--- src/sv/dtiu_pkg.sv ---
// ----------------------------------------------------------------------------
// dtiu_pkg - shared types and constants of the decimal text converter
// Character codes, token format and unit shift amounts.
// ----------------------------------------------------------------------------
package dtiu_pkg;

  localparam int unsigned SHIFT_W     = 6;
  localparam int unsigned QUEUE_DEPTH = 4;

  // Binary unit shifts
  localparam logic [SHIFT_W-1:0] SHIFT_NONE = 6'd0;
  localparam logic [SHIFT_W-1:0] SHIFT_K    = 6'd10;
  localparam logic [SHIFT_W-1:0] SHIFT_M    = 6'd20;
  localparam logic [SHIFT_W-1:0] SHIFT_G    = 6'd30;
  localparam logic [SHIFT_W-1:0] SHIFT_T    = 6'd40;

  // Character codes
  localparam logic [7:0] CH_NUL   = 8'h00;
  localparam logic [7:0] CH_TAB   = 8'h09;
  localparam logic [7:0] CH_SPACE = 8'h20;
  localparam logic [7:0] CH_COMMA = 8'h2C;
  localparam logic [7:0] CH_DOT   = 8'h2E;
  localparam logic [7:0] CH_0     = 8'h30;
  localparam logic [7:0] CH_9     = 8'h39;
  localparam logic [7:0] CH_UC_G  = 8'h47;
  localparam logic [7:0] CH_UC_K  = 8'h4B;
  localparam logic [7:0] CH_UC_M  = 8'h4D;
  localparam logic [7:0] CH_UC_T  = 8'h54;
  localparam logic [7:0] CH_LC_G  = 8'h67;
  localparam logic [7:0] CH_LC_K  = 8'h6B;
  localparam logic [7:0] CH_LC_M  = 8'h6D;
  localparam logic [7:0] CH_LC_T  = 8'h74;

  typedef enum logic [2:0] {
    TK_DIGIT,
    TK_POINT,
    TK_BLANK,
    TK_NUL,
    TK_OTHER
  } tok_kind_e;

  // One classified character
  typedef struct packed {
    tok_kind_e          kind;
    logic [3:0]         digit;
    logic [SHIFT_W-1:0] shift;  // unit shift, zero for a non-unit byte
    logic               last;
  } token_t;

endpackage

--- src/sv/dtiu_if.sv ---
// ----------------------------------------------------------------------------
// dtiu_if - request channels of the decimal text converter
// Character input channel and result output channel, valid/ready.
// ----------------------------------------------------------------------------
interface dtiu_char_if;
  logic       valid;
  logic       ready;
  logic [7:0] char_in;
  logic       last;

  modport source (output valid, output char_in, output last, input ready);
  modport sink   (input valid, input char_in, input last, output ready);
endinterface

interface dtiu_res_if;
  logic               valid;
  logic               ready;
  logic signed [63:0] value;
  logic signed [31:0] value_int;

  modport source (output valid, output value, output value_int, input ready);
  modport sink   (input valid, input value, input value_int, output ready);
endinterface

--- src/sv/dtiu_front.sv ---
// ----------------------------------------------------------------------------
// dtiu_front - character classifier
// Accepts text bytes and registers them as classified tokens.
// ----------------------------------------------------------------------------
module dtiu_front (
  input  logic            clk_i,
  input  logic            rst_ni,
  dtiu_char_if.sink       in_i,
  output logic            tok_valid_o,
  input  logic            tok_ready_i,
  output dtiu_pkg::token_t tok_o
);
  import dtiu_pkg::*;

  logic   tok_valid_q;
  token_t tok_q, tok_d;
  logic   accept;

  assign in_i.ready = !tok_valid_q || tok_ready_i;
  assign accept     = in_i.valid && in_i.ready;

  always_comb begin
    tok_d.kind  = TK_OTHER;
    tok_d.digit = in_i.char_in[3:0];
    tok_d.shift = SHIFT_NONE;
    tok_d.last  = in_i.last;
    case (in_i.char_in) inside
      [CH_0:CH_9]:        tok_d.kind = TK_DIGIT;
      CH_DOT, CH_COMMA:   tok_d.kind = TK_POINT;
      CH_SPACE, CH_TAB:   tok_d.kind = TK_BLANK;
      CH_NUL:             tok_d.kind = TK_NUL;
      CH_UC_K, CH_LC_K:   tok_d.shift = SHIFT_K;
      CH_UC_M, CH_LC_M:   tok_d.shift = SHIFT_M;
      CH_UC_G, CH_LC_G:   tok_d.shift = SHIFT_G;
      CH_UC_T, CH_LC_T:   tok_d.shift = SHIFT_T;
      default:            tok_d.kind = TK_OTHER;
    endcase
  end

  always_ff @(posedge clk_i or negedge rst_ni) begin
    if (!rst_ni) begin
      tok_valid_q <= 1'b0;
    end else if (accept) begin
      tok_valid_q <= 1'b1;
    end else if (tok_ready_i) begin
      tok_valid_q <= 1'b0;
    end
  end

  always_ff @(posedge clk_i) begin
    if (accept) begin
      tok_q <= tok_d;
    end
  end

  assign tok_valid_o = tok_valid_q;
  assign tok_o       = tok_q;

endmodule

--- src/sv/dtiu_fifo.sv ---
// ----------------------------------------------------------------------------
// dtiu_fifo - token queue
// Short queue between classifier and parser.
// ----------------------------------------------------------------------------
module dtiu_fifo (
  input  logic             clk_i,
  input  logic             rst_ni,
  input  logic             push_valid_i,
  output logic             push_ready_o,
  input  dtiu_pkg::token_t push_tok_i,
  output logic             pop_valid_o,
  input  logic             pop_ready_i,
  output dtiu_pkg::token_t pop_tok_o
);
  import dtiu_pkg::*;

  localparam int unsigned PTR_W = $clog2(QUEUE_DEPTH);

  token_t           mem_q [QUEUE_DEPTH];
  logic [PTR_W-1:0] wr_q, rd_q;
  logic [PTR_W:0]   cnt_q;
  logic             push, pop;

  assign push_ready_o = cnt_q != (PTR_W+1)'(QUEUE_DEPTH);
  assign pop_valid_o  = cnt_q != '0;
  assign push         = push_valid_i && push_ready_o;
  assign pop          = pop_valid_o && pop_ready_i;
  assign pop_tok_o    = mem_q[rd_q];

  always_ff @(posedge clk_i or negedge rst_ni) begin
    if (!rst_ni) begin
      wr_q  <= '0;
      rd_q  <= '0;
      cnt_q <= '0;
    end else begin
      if (push) begin
        wr_q <= (wr_q == PTR_W'(QUEUE_DEPTH - 1)) ? '0 : wr_q + 1'b1;
      end
      if (pop) begin
        rd_q <= (rd_q == PTR_W'(QUEUE_DEPTH - 1)) ? '0 : rd_q + 1'b1;
      end
      if (push && !pop) begin
        cnt_q <= cnt_q + 1'b1;
      end else if (pop && !push) begin
        cnt_q <= cnt_q - 1'b1;
      end
    end
  end

  always_ff @(posedge clk_i) begin
    if (push) begin
      mem_q[wr_q] <= push_tok_i;
    end
  end

endmodule

--- src/sv/dtiu_back.sv ---
// ----------------------------------------------------------------------------
// dtiu_back - parser and result unit
// Runs the number parser on tokens, then divides the shifted fraction
// one quotient bit per cycle and forms the result.
// ----------------------------------------------------------------------------
module dtiu_back #(
  parameter int unsigned FRACTION_DIGITS = 4
) (
  input  logic             clk_i,
  input  logic             rst_ni,
  input  logic             tok_valid_i,
  output logic             tok_ready_o,
  input  dtiu_pkg::token_t tok_i,
  dtiu_res_if.source       res_o
);
  import dtiu_pkg::*;

  localparam int unsigned FRAC_LIMIT = 10 ** FRACTION_DIGITS;
  localparam int unsigned DIV_W      = $clog2(FRAC_LIMIT + 1);
  localparam int unsigned NUM_W      = DIV_W + int'(SHIFT_T);
  localparam int unsigned CNT_W      = $clog2(NUM_W);

  typedef enum logic [4:0] {
    PH_SKIP = 5'b00001,
    PH_INT  = 5'b00010,
    PH_FRAC = 5'b00100,
    PH_GAP  = 5'b01000,
    PH_DONE = 5'b10000
  } phase_e;

  typedef enum logic [2:0] {
    CT_PARSE = 3'b001,
    CT_DIV   = 3'b010,
    CT_SUM   = 3'b100
  } ctrl_e;

  phase_e             ph_q, ph_d;
  ctrl_e              ct_q;
  logic [63:0]        int_q, int_d, int_x10;
  logic [DIV_W-1:0]   frac_q, frac_d, frac_x10;
  logic [DIV_W-1:0]   fdiv_q, fdiv_d, fdiv_x10;
  logic [SHIFT_W-1:0] sh_q, sh_d;
  logic [DIV_W+3:0]   frac_w, fdiv_w;

  logic [63:0]        whole_q;
  logic [SHIFT_W-1:0] wsh_q;
  logic [NUM_W-1:0]   num_q;
  logic [DIV_W-1:0]   rem_q, dvs_q;
  logic [CNT_W-1:0]   cnt_q;
  logic [DIV_W:0]     rem_sh, rem_sub;
  logic               ge;

  logic               out_valid_q;
  logic [63:0]        out_val_q;
  logic               pop, out_free;

  assign tok_ready_o = ct_q == CT_PARSE;
  assign pop         = tok_valid_i && tok_ready_o;
  assign out_free    = !out_valid_q || res_o.ready;

  assign int_x10  = (int_q << 3) + (int_q << 1) + 64'(tok_i.digit);
  assign frac_w   = (DIV_W+4)'(frac_q);
  assign fdiv_w   = (DIV_W+4)'(fdiv_q);
  assign frac_x10 = DIV_W'((frac_w << 3) + (frac_w << 1) + (DIV_W+4)'(tok_i.digit));
  assign fdiv_x10 = DIV_W'((fdiv_w << 3) + (fdiv_w << 1));

  // Parser next state for the token at the queue head
  always_comb begin
    ph_d   = ph_q;
    int_d  = int_q;
    frac_d = frac_q;
    fdiv_d = fdiv_q;
    sh_d   = sh_q;
    case (ph_q)
      PH_SKIP: begin
        if (tok_i.kind == TK_NUL) begin
          ph_d = PH_DONE;
        end else if (tok_i.kind == TK_DIGIT) begin
          int_d = 64'(tok_i.digit);
          ph_d  = PH_INT;
        end
      end
      PH_INT: begin
        if (tok_i.kind == TK_DIGIT) begin
          int_d = int_x10;
        end else if (tok_i.kind == TK_POINT) begin
          ph_d = PH_FRAC;
        end else if (tok_i.kind == TK_BLANK) begin
          ph_d = PH_GAP;
        end else begin
          sh_d = tok_i.shift;
          ph_d = PH_DONE;
        end
      end
      PH_FRAC: begin
        if (tok_i.kind == TK_DIGIT) begin
          // digits beyond the kept count are dropped
          if (fdiv_q < DIV_W'(FRAC_LIMIT)) begin
            frac_d = frac_x10;
            fdiv_d = fdiv_x10;
          end
        end else if (tok_i.kind == TK_BLANK) begin
          ph_d = PH_GAP;
        end else begin
          sh_d = tok_i.shift;
          ph_d = PH_DONE;
        end
      end
      PH_GAP: begin
        if (tok_i.kind != TK_BLANK) begin
          sh_d = tok_i.shift;
          ph_d = PH_DONE;
        end
      end
      PH_DONE: begin
        ph_d = PH_DONE;
      end
      default: begin
        ph_d = PH_SKIP;
      end
    endcase
  end

  // Restoring divide step
  assign rem_sh  = {rem_q, num_q[NUM_W-1]};
  assign ge      = rem_sh >= {1'b0, dvs_q};
  assign rem_sub = rem_sh - {1'b0, dvs_q};

  always_ff @(posedge clk_i or negedge rst_ni) begin
    if (!rst_ni) begin
      ph_q        <= PH_SKIP;
      ct_q        <= CT_PARSE;
      int_q       <= '0;
      frac_q      <= '0;
      fdiv_q      <= DIV_W'(1);
      sh_q        <= SHIFT_NONE;
      out_valid_q <= 1'b0;
    end else begin
      if (ct_q == CT_SUM && out_free) begin
        out_valid_q <= 1'b1;
      end else if (res_o.ready) begin
        out_valid_q <= 1'b0;
      end
      case (ct_q)
        CT_PARSE: begin
          if (pop) begin
            if (tok_i.last) begin
              ph_q   <= PH_SKIP;
              int_q  <= '0;
              frac_q <= '0;
              fdiv_q <= DIV_W'(1);
              sh_q   <= SHIFT_NONE;
              ct_q   <= CT_DIV;
            end else begin
              ph_q   <= ph_d;
              int_q  <= int_d;
              frac_q <= frac_d;
              fdiv_q <= fdiv_d;
              sh_q   <= sh_d;
            end
          end
        end
        CT_DIV: begin
          if (cnt_q == '0) begin
            ct_q <= CT_SUM;
          end
        end
        CT_SUM: begin
          if (out_free) begin
            ct_q <= CT_PARSE;
          end
        end
        default: begin
          ct_q <= CT_PARSE;
        end
      endcase
    end
  end

  always_ff @(posedge clk_i) begin
    if (ct_q == CT_PARSE && pop && tok_i.last) begin
      whole_q <= int_d;
      wsh_q   <= sh_d;
      num_q   <= NUM_W'(frac_d) << sh_d;
      dvs_q   <= fdiv_d;
      rem_q   <= '0;
      cnt_q   <= CNT_W'(NUM_W - 1);
    end else if (ct_q == CT_DIV) begin
      rem_q <= ge ? rem_sub[DIV_W-1:0] : rem_sh[DIV_W-1:0];
      num_q <= {num_q[NUM_W-2:0], ge};
      cnt_q <= cnt_q - 1'b1;
    end
    if (ct_q == CT_SUM && out_free) begin
      out_val_q <= (whole_q << wsh_q) + 64'(num_q);
    end
  end

  assign res_o.valid     = out_valid_q;
  assign res_o.value     = out_val_q;
  assign res_o.value_int = out_val_q[31:0];

endmodule

--- src/sv/decimal_text_to_integer_with_units_unit.sv ---
// ----------------------------------------------------------------------------
// decimal_text_to_integer_with_units_unit - decimal text to integer with units
// Parses a byte stream of decimal text with an optional fraction and a
// K/M/G/T binary suffix into a 64-bit value and its 32-bit truncation.
// ----------------------------------------------------------------------------
//   channel | dir | request payload          | accepted when
//   in_i    | in  | char_in[7:0], last       | in_i.valid && in_i.ready
//   out_o   | out | value[63:0], value_int   | out_o.valid && out_o.ready
//
// Bytes are parsed at one per cycle outside a result pass. A byte with last
// set starts a result pass through the bit-serial divider of the NUM_W-bit
// shifted fraction (NUM_W = fraction divisor width + 40, 54 at four fraction
// digits); bytes queue meanwhile and the classifier stalls on a full queue.
// Reset is asynchronous and active low; no clearing pass is needed.
// A result waiting at the output does not stop parsing of the next string.
// ----------------------------------------------------------------------------
module decimal_text_to_integer_with_units_unit #(
  parameter int unsigned FRACTION_DIGITS = 4
) (
  input  logic        clk_i,
  input  logic        rst_ni,
  dtiu_char_if.sink   in_i,
  dtiu_res_if.source  out_o
);
  import dtiu_pkg::*;

  // classifier -> queue
  logic   ft_valid, ft_ready;
  token_t ft_tok;
  // queue -> parser
  logic   qb_valid, qb_ready;
  token_t qb_tok;

  // Front: take each byte and tag it as digit, point, blank, end, unit or other
  dtiu_front u_front (
    .clk_i       (clk_i),
    .rst_ni      (rst_ni),
    .in_i        (in_i),
    .tok_valid_o (ft_valid),
    .tok_ready_i (ft_ready),
    .tok_o       (ft_tok)
  );

  // Queue decouples the classifier from the parser's divide pass
  dtiu_fifo u_fifo (
    .clk_i        (clk_i),
    .rst_ni       (rst_ni),
    .push_valid_i (ft_valid),
    .push_ready_o (ft_ready),
    .push_tok_i   (ft_tok),
    .pop_valid_o  (qb_valid),
    .pop_ready_i  (qb_ready),
    .pop_tok_o    (qb_tok)
  );

  // Back: parser state machine, fraction divider, output register
  dtiu_back #(
    .FRACTION_DIGITS (FRACTION_DIGITS)
  ) u_back (
    .clk_i       (clk_i),
    .rst_ni      (rst_ni),
    .tok_valid_i (qb_valid),
    .tok_ready_o (qb_ready),
    .tok_i       (qb_tok),
    .res_o       (out_o)
  );

endmodule
--- src/flat_wrapper.sv ---
// flat-port wrapper written by rule: the top's interface ports become plain ports
module decimal_text_to_integer_with_units_unit_flat import dtiu_pkg::*;
#(
  parameter int unsigned FRACTION_DIGITS = 4
)
  (clk_i, rst_ni, in_i_valid, in_i_char_in, in_i_last, in_i_ready, out_o_valid, out_o_value, out_o_value_int, out_o_ready);
  dtiu_char_if in_i_i ();
  dtiu_res_if out_o_i ();
  input  logic clk_i;
  input  logic rst_ni;
  input wire logic [$bits(in_i_i.valid)-1:0] in_i_valid;
  input wire logic [$bits(in_i_i.char_in)-1:0] in_i_char_in;
  input wire logic [$bits(in_i_i.last)-1:0] in_i_last;
  output wire logic [$bits(in_i_i.ready)-1:0] in_i_ready;
  output wire logic [$bits(out_o_i.valid)-1:0] out_o_valid;
  output wire logic [$bits(out_o_i.value)-1:0] out_o_value;
  output wire logic [$bits(out_o_i.value_int)-1:0] out_o_value_int;
  input wire logic [$bits(out_o_i.ready)-1:0] out_o_ready;
  assign in_i_i.valid = in_i_valid;
  assign in_i_i.char_in = in_i_char_in;
  assign in_i_i.last = in_i_last;
  assign in_i_ready = in_i_i.ready;
  assign out_o_valid = out_o_i.valid;
  assign out_o_value = out_o_i.value;
  assign out_o_value_int = out_o_i.value_int;
  assign out_o_i.ready = out_o_ready;
  decimal_text_to_integer_with_units_unit #(.FRACTION_DIGITS(FRACTION_DIGITS)) u_core (.clk_i(clk_i), .rst_ni(rst_ni), .in_i(in_i_i), .out_o(out_o_i));
endmodule
--- config.mk ---
export PLATFORM = sky130hd
export DESIGN_NAME = decimal_text_to_integer_with_units_unit_flat
export DESIGN_NICKNAME = d
export VERILOG_FILES = /design/src/sv/dtiu_pkg.sv /design/src/sv/dtiu_if.sv /design/src/sv/dtiu_front.sv /design/src/sv/dtiu_fifo.sv /design/src/sv/dtiu_back.sv /design/src/sv/decimal_text_to_integer_with_units_unit.sv /design/src/flat_wrapper.sv
export SDC_FILE = /design/constraint.sdc
export NUM_CORES = 1
export LEC_CHECK = 0
export BUFFER_PORTS_ARGS = -buffer_cell sky130_fd_sc_hd__buf_2
export CAP_MARGIN = 20
export CORE_MARGIN = 8
export CORE_UTILIZATION = 50
export DETAILED_ROUTE_END_ITERATION = 12
export PLACE_DENSITY = 0.78
export SLEW_MARGIN = 5
export SYNTH_ARGS = -nofsm -noshare
export SYNTH_HDL_FRONTEND = slang
export SYNTH_HIERARCHICAL = 1
export SYNTH_SLANG_ARGS = --single-unit
--- constraint.sdc ---
create_clock -name clk_i -period 4.7 [get_ports clk_i]
set_input_delay 0.94 -clock clk_i [delete_from_list [all_inputs] [get_ports clk_i]]
set_output_delay 0.94 -clock clk_i [all_outputs]
set_load 0.01 [all_outputs]
==> run summary <==
The flow ran to the end, but the final reports show violations. The final reports fail on setup timing. The proportion of register bits with asynchronous set or reset after synthesis was 0.284; the post-route fraction of the period consumed by the critical path was 1.00. CTS built an H-tree with a depth of 2. Class of the most critical setup path: reg2reg. Of all nets on the critical path, the largest fanout is 12. For the distinct cell type count of the synthesized netlist, the log shows 107. Placeable core area: 60100 sq um. For the share of the yosys chip area belonging to registers, the log shows 0.376.

The signal on the critical path passes through buf_4 -> buf_16 -> mux4_2 -> mux2_2 -> o21ai_1 -> nor2_1 -> a31oi_1 -> o22ai_1 -> ha_1 -> nand4_1 -> nor2_2 -> nand4_1 -> o221ai_2 -> a31oi_2 -> o31ai_4 -> buf_6 -> a31oi_4 -> o21ai_1 -> buf_4 -> o2111ai_2 -> xnor2_1. The routed design could run at a clock period as short as 4.70 ns. The number of sinks on the clock net was 405. The number of violations of the max-capacitance limit was 0; the number of instances in the placed design was 3949. The tools report the launching element type of the critical path as a flip-flop. 111 I/O pins were placed.

The leakage power summed over all cells is 14.9 nW, and the clock-pin slew on the worst setup and hold paths is 0.06 ns. The primary flip-flop cell chosen by synthesis mapping is edfxtp_1. The floorplan row count was 90; the combinational group share of total power was 0.606. The transition at the pin with the smallest max-transition slack works out to 0.937 ns. TritonCTS built the clock tree. Summed over all nets, the switching power comes to 0.0108 W.

Counting every instance in the synthesized netlist gives 3056. VDD sags by at most 0.369 mV. The area taken by multi-input logic gates was 18100 sq um; the total track usage was 0.235. The logs give 23900 for the via count of the first global-routing pass and 1.00 for the final estimated routing congestion in global placement. The design internal power was 0.0141 W; the final count of pins violating max slew was 0.

Timing would allow up to 0.213 GHz. In this run, synthesis produced a sequential element count of 405. The arrival time of the worst setup path came out at 5.01 ns. In the routed design, unresolved DRC markers number 0.

In this run the power density over the cells is 716 nW/um^2. The initial antenna violation count is 0. The number of port buffers was 110. The logs give 0.577 for the final core utilization and 68700 sq um for the die area.

The tools report the count of filler cells inserted in the layout as 4978. The setup-violating endpoint count in the final report was 1. The longest clock path from root to sink contains 3 buffers.

Compared with the post-synthesis result, the final layout area differs by 14.6%. The number of hold-slack violations in the final timing report was 0; the minimum setup slack in the final design was -0.00305 ns. The clock network fraction of design power was 0.148; the layout net count was 3485. The top cell family by delay on the critical path was compound AO/OA/AOI/OAI gates.

The sequential cells in the finished layout cover a total of 11400 sq um. The total number of vias was 25300; the detailed-router iteration count before antenna repair was 6. The tools report the buffer cell driving the clock tree root as clkbuf_16.

The die is 262 um tall. In this run, CTS created clock tree buffers numbering 44. The die is 262 um wide. The clock arrives with 0.0414 ns of skew.

Hold repair after CTS inserted 0 buffers. Counting flops with a built-in enable in the synthesized netlist gives 270. The global-route congestion overflow total was 0. The net switching fraction of the power is 0.434. The share of cells above drive strength 1 came out at 0.209. The proportion of power drawn by flip-flops and latches was 0.245; the initial core utilization was 0.503. The worst setup path startpoint was u_core/u_back/wsh_q[1].

The post-synth net total is 3307, and the critical path's largest stage delay is 0.54 ns. The tools report the element type at the critical path end as a flip-flop. At the worst endpoint, the required time is 5.01 ns. In the final routed layout, each cell accounts on average for 20.6 um. The worst slew margin relative to its limit is 0.373. The worst hold-check path type was in2async. The tools report the source-to-sink clock delay at the later pin of the worst-skew pair as 0.60 ns. The cell with the largest stage delay on the worst path was mux4_2. Setup repair after global routing could not meet its margin everywhere.

The final non-filler cell total is 4052. The worst-case setup slack after placement is -0.235 ns, and the via count normalized by instance count is 6.24. The final HPWL from detailed placement is 62.3 mm, and the number of diodes added for antenna fixing is 0. The total buffers and inverters traversed by the critical path was 4.

After synthesis the cells add up to 30300 sq um. The run gives 2547 as the number of DRC violations after detailed-routing iteration 0. The number of warning messages in the yosys log came out at 6.

The largest net degree at the start of global routing came out at 71. The average instance area after synthesis came out at 9.91 sq um. The run gives 0 as the number of antenna-violating nets in the routed design.

The final wirelength came out at 83.5 mm. The tools report the critical register-to-register path startpoint as u_core/u_back/wsh_q[1]. For the first-pass GRT wire length, the log shows 130 mm.
[Yosys cell counts, drive strengths merged, types with 26 or more instances]
| master | count | area, sq um |
|---|---|---|
| ha | 230 | 2880 |
| a22o | 99 | 867 |
| mux2i | 99 | 1000 |
| nor3 | 42 | 220 |
| o21ai | 241 | 1210 |
| nand3 | 48 | 240 |
| inv | 92 | 345 |
| nand4 | 31 | 194 |
| xor2 | 50 | 438 |
| o21bai | 28 | 210 |
| nor2 | 216 | 830 |
| a21oi | 200 | 1000 |
| and3 | 26 | 168 |
| dfrtp | 112 | 2800 |
| a21o | 92 | 691 |
| mux2 | 43 | 495 |
| edfxtp | 270 | 8110 |
| o22ai | 26 | 163 |
| xnor2 | 104 | 911 |
| buf | 87 | 562 |
| nand2 | 344 | 1290 |
| mux4 | 81 | 1820 |
| a31oi | 32 | 200 |
| a211oi | 26 | 200 |
| clkbuf | 107 | 402 |
| and2 | 27 | 171 |
[placed cells by master (no fill, tap or decap), types with 73 or more instances in the layout]
cell type	count
nor2_1	207
a21oi_1	187
mux2i_1	73
buf_2	109
o21ai_0	208
ha_1	223
mux4_2	81
edfxtp_1	270
nand2_1	341
dfrtp_1	112
a22o_1	99
a21o_1	92
xnor2_1	104
inv_1	88
buf_4	202
[state kept, by name (all words and copies together) (netlist names)]
signal / cells
u_core/u_back/int_q: 64
u_core/u_back/res_o.value: 64
u_core/u_back/whole_q: 64
u_core/u_fifo/mem_q: 56
u_core/u_back/num_q: 54
u_core/u_back/dvs_q: 14
u_core/u_back/fdiv_q: 14
u_core/u_back/frac_q: 14
u_core/u_back/rem_q: 14
u_core/u_front/tok_o: 12
u_core/u_back/cnt_q: 6
u_core/u_back/sh_q: 6
u_core/u_back/wsh_q: 6
u_core/u_back/ph_q: 5
u_core/u_back/ct_q: 3
u_core/u_fifo/cnt_q: 3
u_core/u_fifo/rd_q: 2
u_core/u_fifo/wr_q: 2
u_core/u_back/res_o.valid: 1
u_core/u_front/tok_valid_o: 1
[cells by family (layout without fill, tap and decap cells)]
kind of cell	Yosys count	in the layout	share of synthesized area
compound gates	918	918	0.200
xor+xnor	155	155	0.0453
fa+ha+maj	238	238	0.100
buf+inv	289	503	0.0436
flops	405	405	0.376
mux	223	223	0.110
other cells	1	1	0.000124
simple gates	827	827	0.124
[what timing repair did]
action | in CTS | in global routing
buffers inserted | 5 | 14
gates resized for setup | 47 | 86
pin swaps | 8 | 27
setup endpoints to repair | 21 | 70
cloned | 1 | 0
[path summary, 6_finish.rpt]
check | end | slack [ns] | cells after the start
max in group asynchronous | u_core/u_back/int_q[63] | 3.43 | 2
setup / recovery | u_core/u_back/res_o.value[63] | -0.003 | 21
hold reg to reg | u_core/u_fifo/cnt_q[2] | 0.49 | 1
setup reg to reg | u_core/u_back/res_o.value[63] | -0.003 | 21
hold / removal | u_core/u_back/fdiv_q[5] | 0.40 | 1
min in group clk_i | u_core/u_fifo/cnt_q[2] | 0.49 | 1
[stage by stage]
step	power (W)	hold slack, ns	setup TNS [ns]	instance area (sq um)
2_1_floorplan	0.0151	0.447	0	30300
3_5_place_dp	0.0198	0.475	-2.68	32400
3_3_place_gp	0.0196	0.464	-1.36	32400
5_1_grt	0.0263	0.444	-2.32	34700
4_1_cts	0.0241	0.402	0	34300
6_report	0.0248	0.397	-0.00305	34700
[metal layers]
| metal | global-route usage | up-vias | wire, um |
|---|---|---|---|
| met1 | 0.321 | 12200 | 36200 |
| met4 | 0.0948 | 0 | 3810 |
| met2 | 0.378 | 1069 | 38100 |
| li1 | - | 11800 | - |
| met5 | 0 | - | 0 |
| met3 | 0.0286 | 200 | 5420 |
[area by class of cell]
| cell class | count | share of cell area |
|---|---|---|
| Sequential cell | 405 | 0.328 |
| Clock inverter | 29 | 0.0102 |
| Tap cell | 782 | 0.0282 |
| Inverter | 95 | 0.0103 |
| Clock buffer | 53 | 0.0344 |
| Timing Repair Buffer | 326 | 0.0670 |
| Multi-Input combinational cell | 2362 | 0.522 |
[power groups by stage]
| stage | clock network (W) | logic, W | registers, W |
|---|---|---|---|
| after detailed placement | 0 | 0.0137 | 0.00610 |
| after global routing | 0.00389 | 0.0163 | 0.00613 |
| after floorplan | 0 | 0.00935 | 0.00572 |
| after global placement | 0 | 0.0136 | 0.00607 |
| final | 0.00369 | 0.0151 | 0.00609 |
| after CTS | 0.00375 | 0.0143 | 0.00605 |
[worst register-to-register path: stages, from the launching register on]
cell and delay (ns):
edfxtp_1 0.39, buf_4 0.16, buf_16 0.15, mux4_2 0.55, mux2_2 0.33, o21ai_1 0.17
nor2_1 0.07, a31oi_1 0.17, o22ai_1 0.11, ha_1 0.39, nand4_1 0.25, nor2_2 0.22
nand4_1 0.23, o221ai_2 0.23, a31oi_2 0.08, o31ai_4 0.11, buf_6 0.16, a31oi_4 0.08
o21ai_1 0.14, buf_4 0.15, o2111ai_2 0.11, xnor2_1 0.18
No activity file was read; power rests on OpenSTA's default activity.
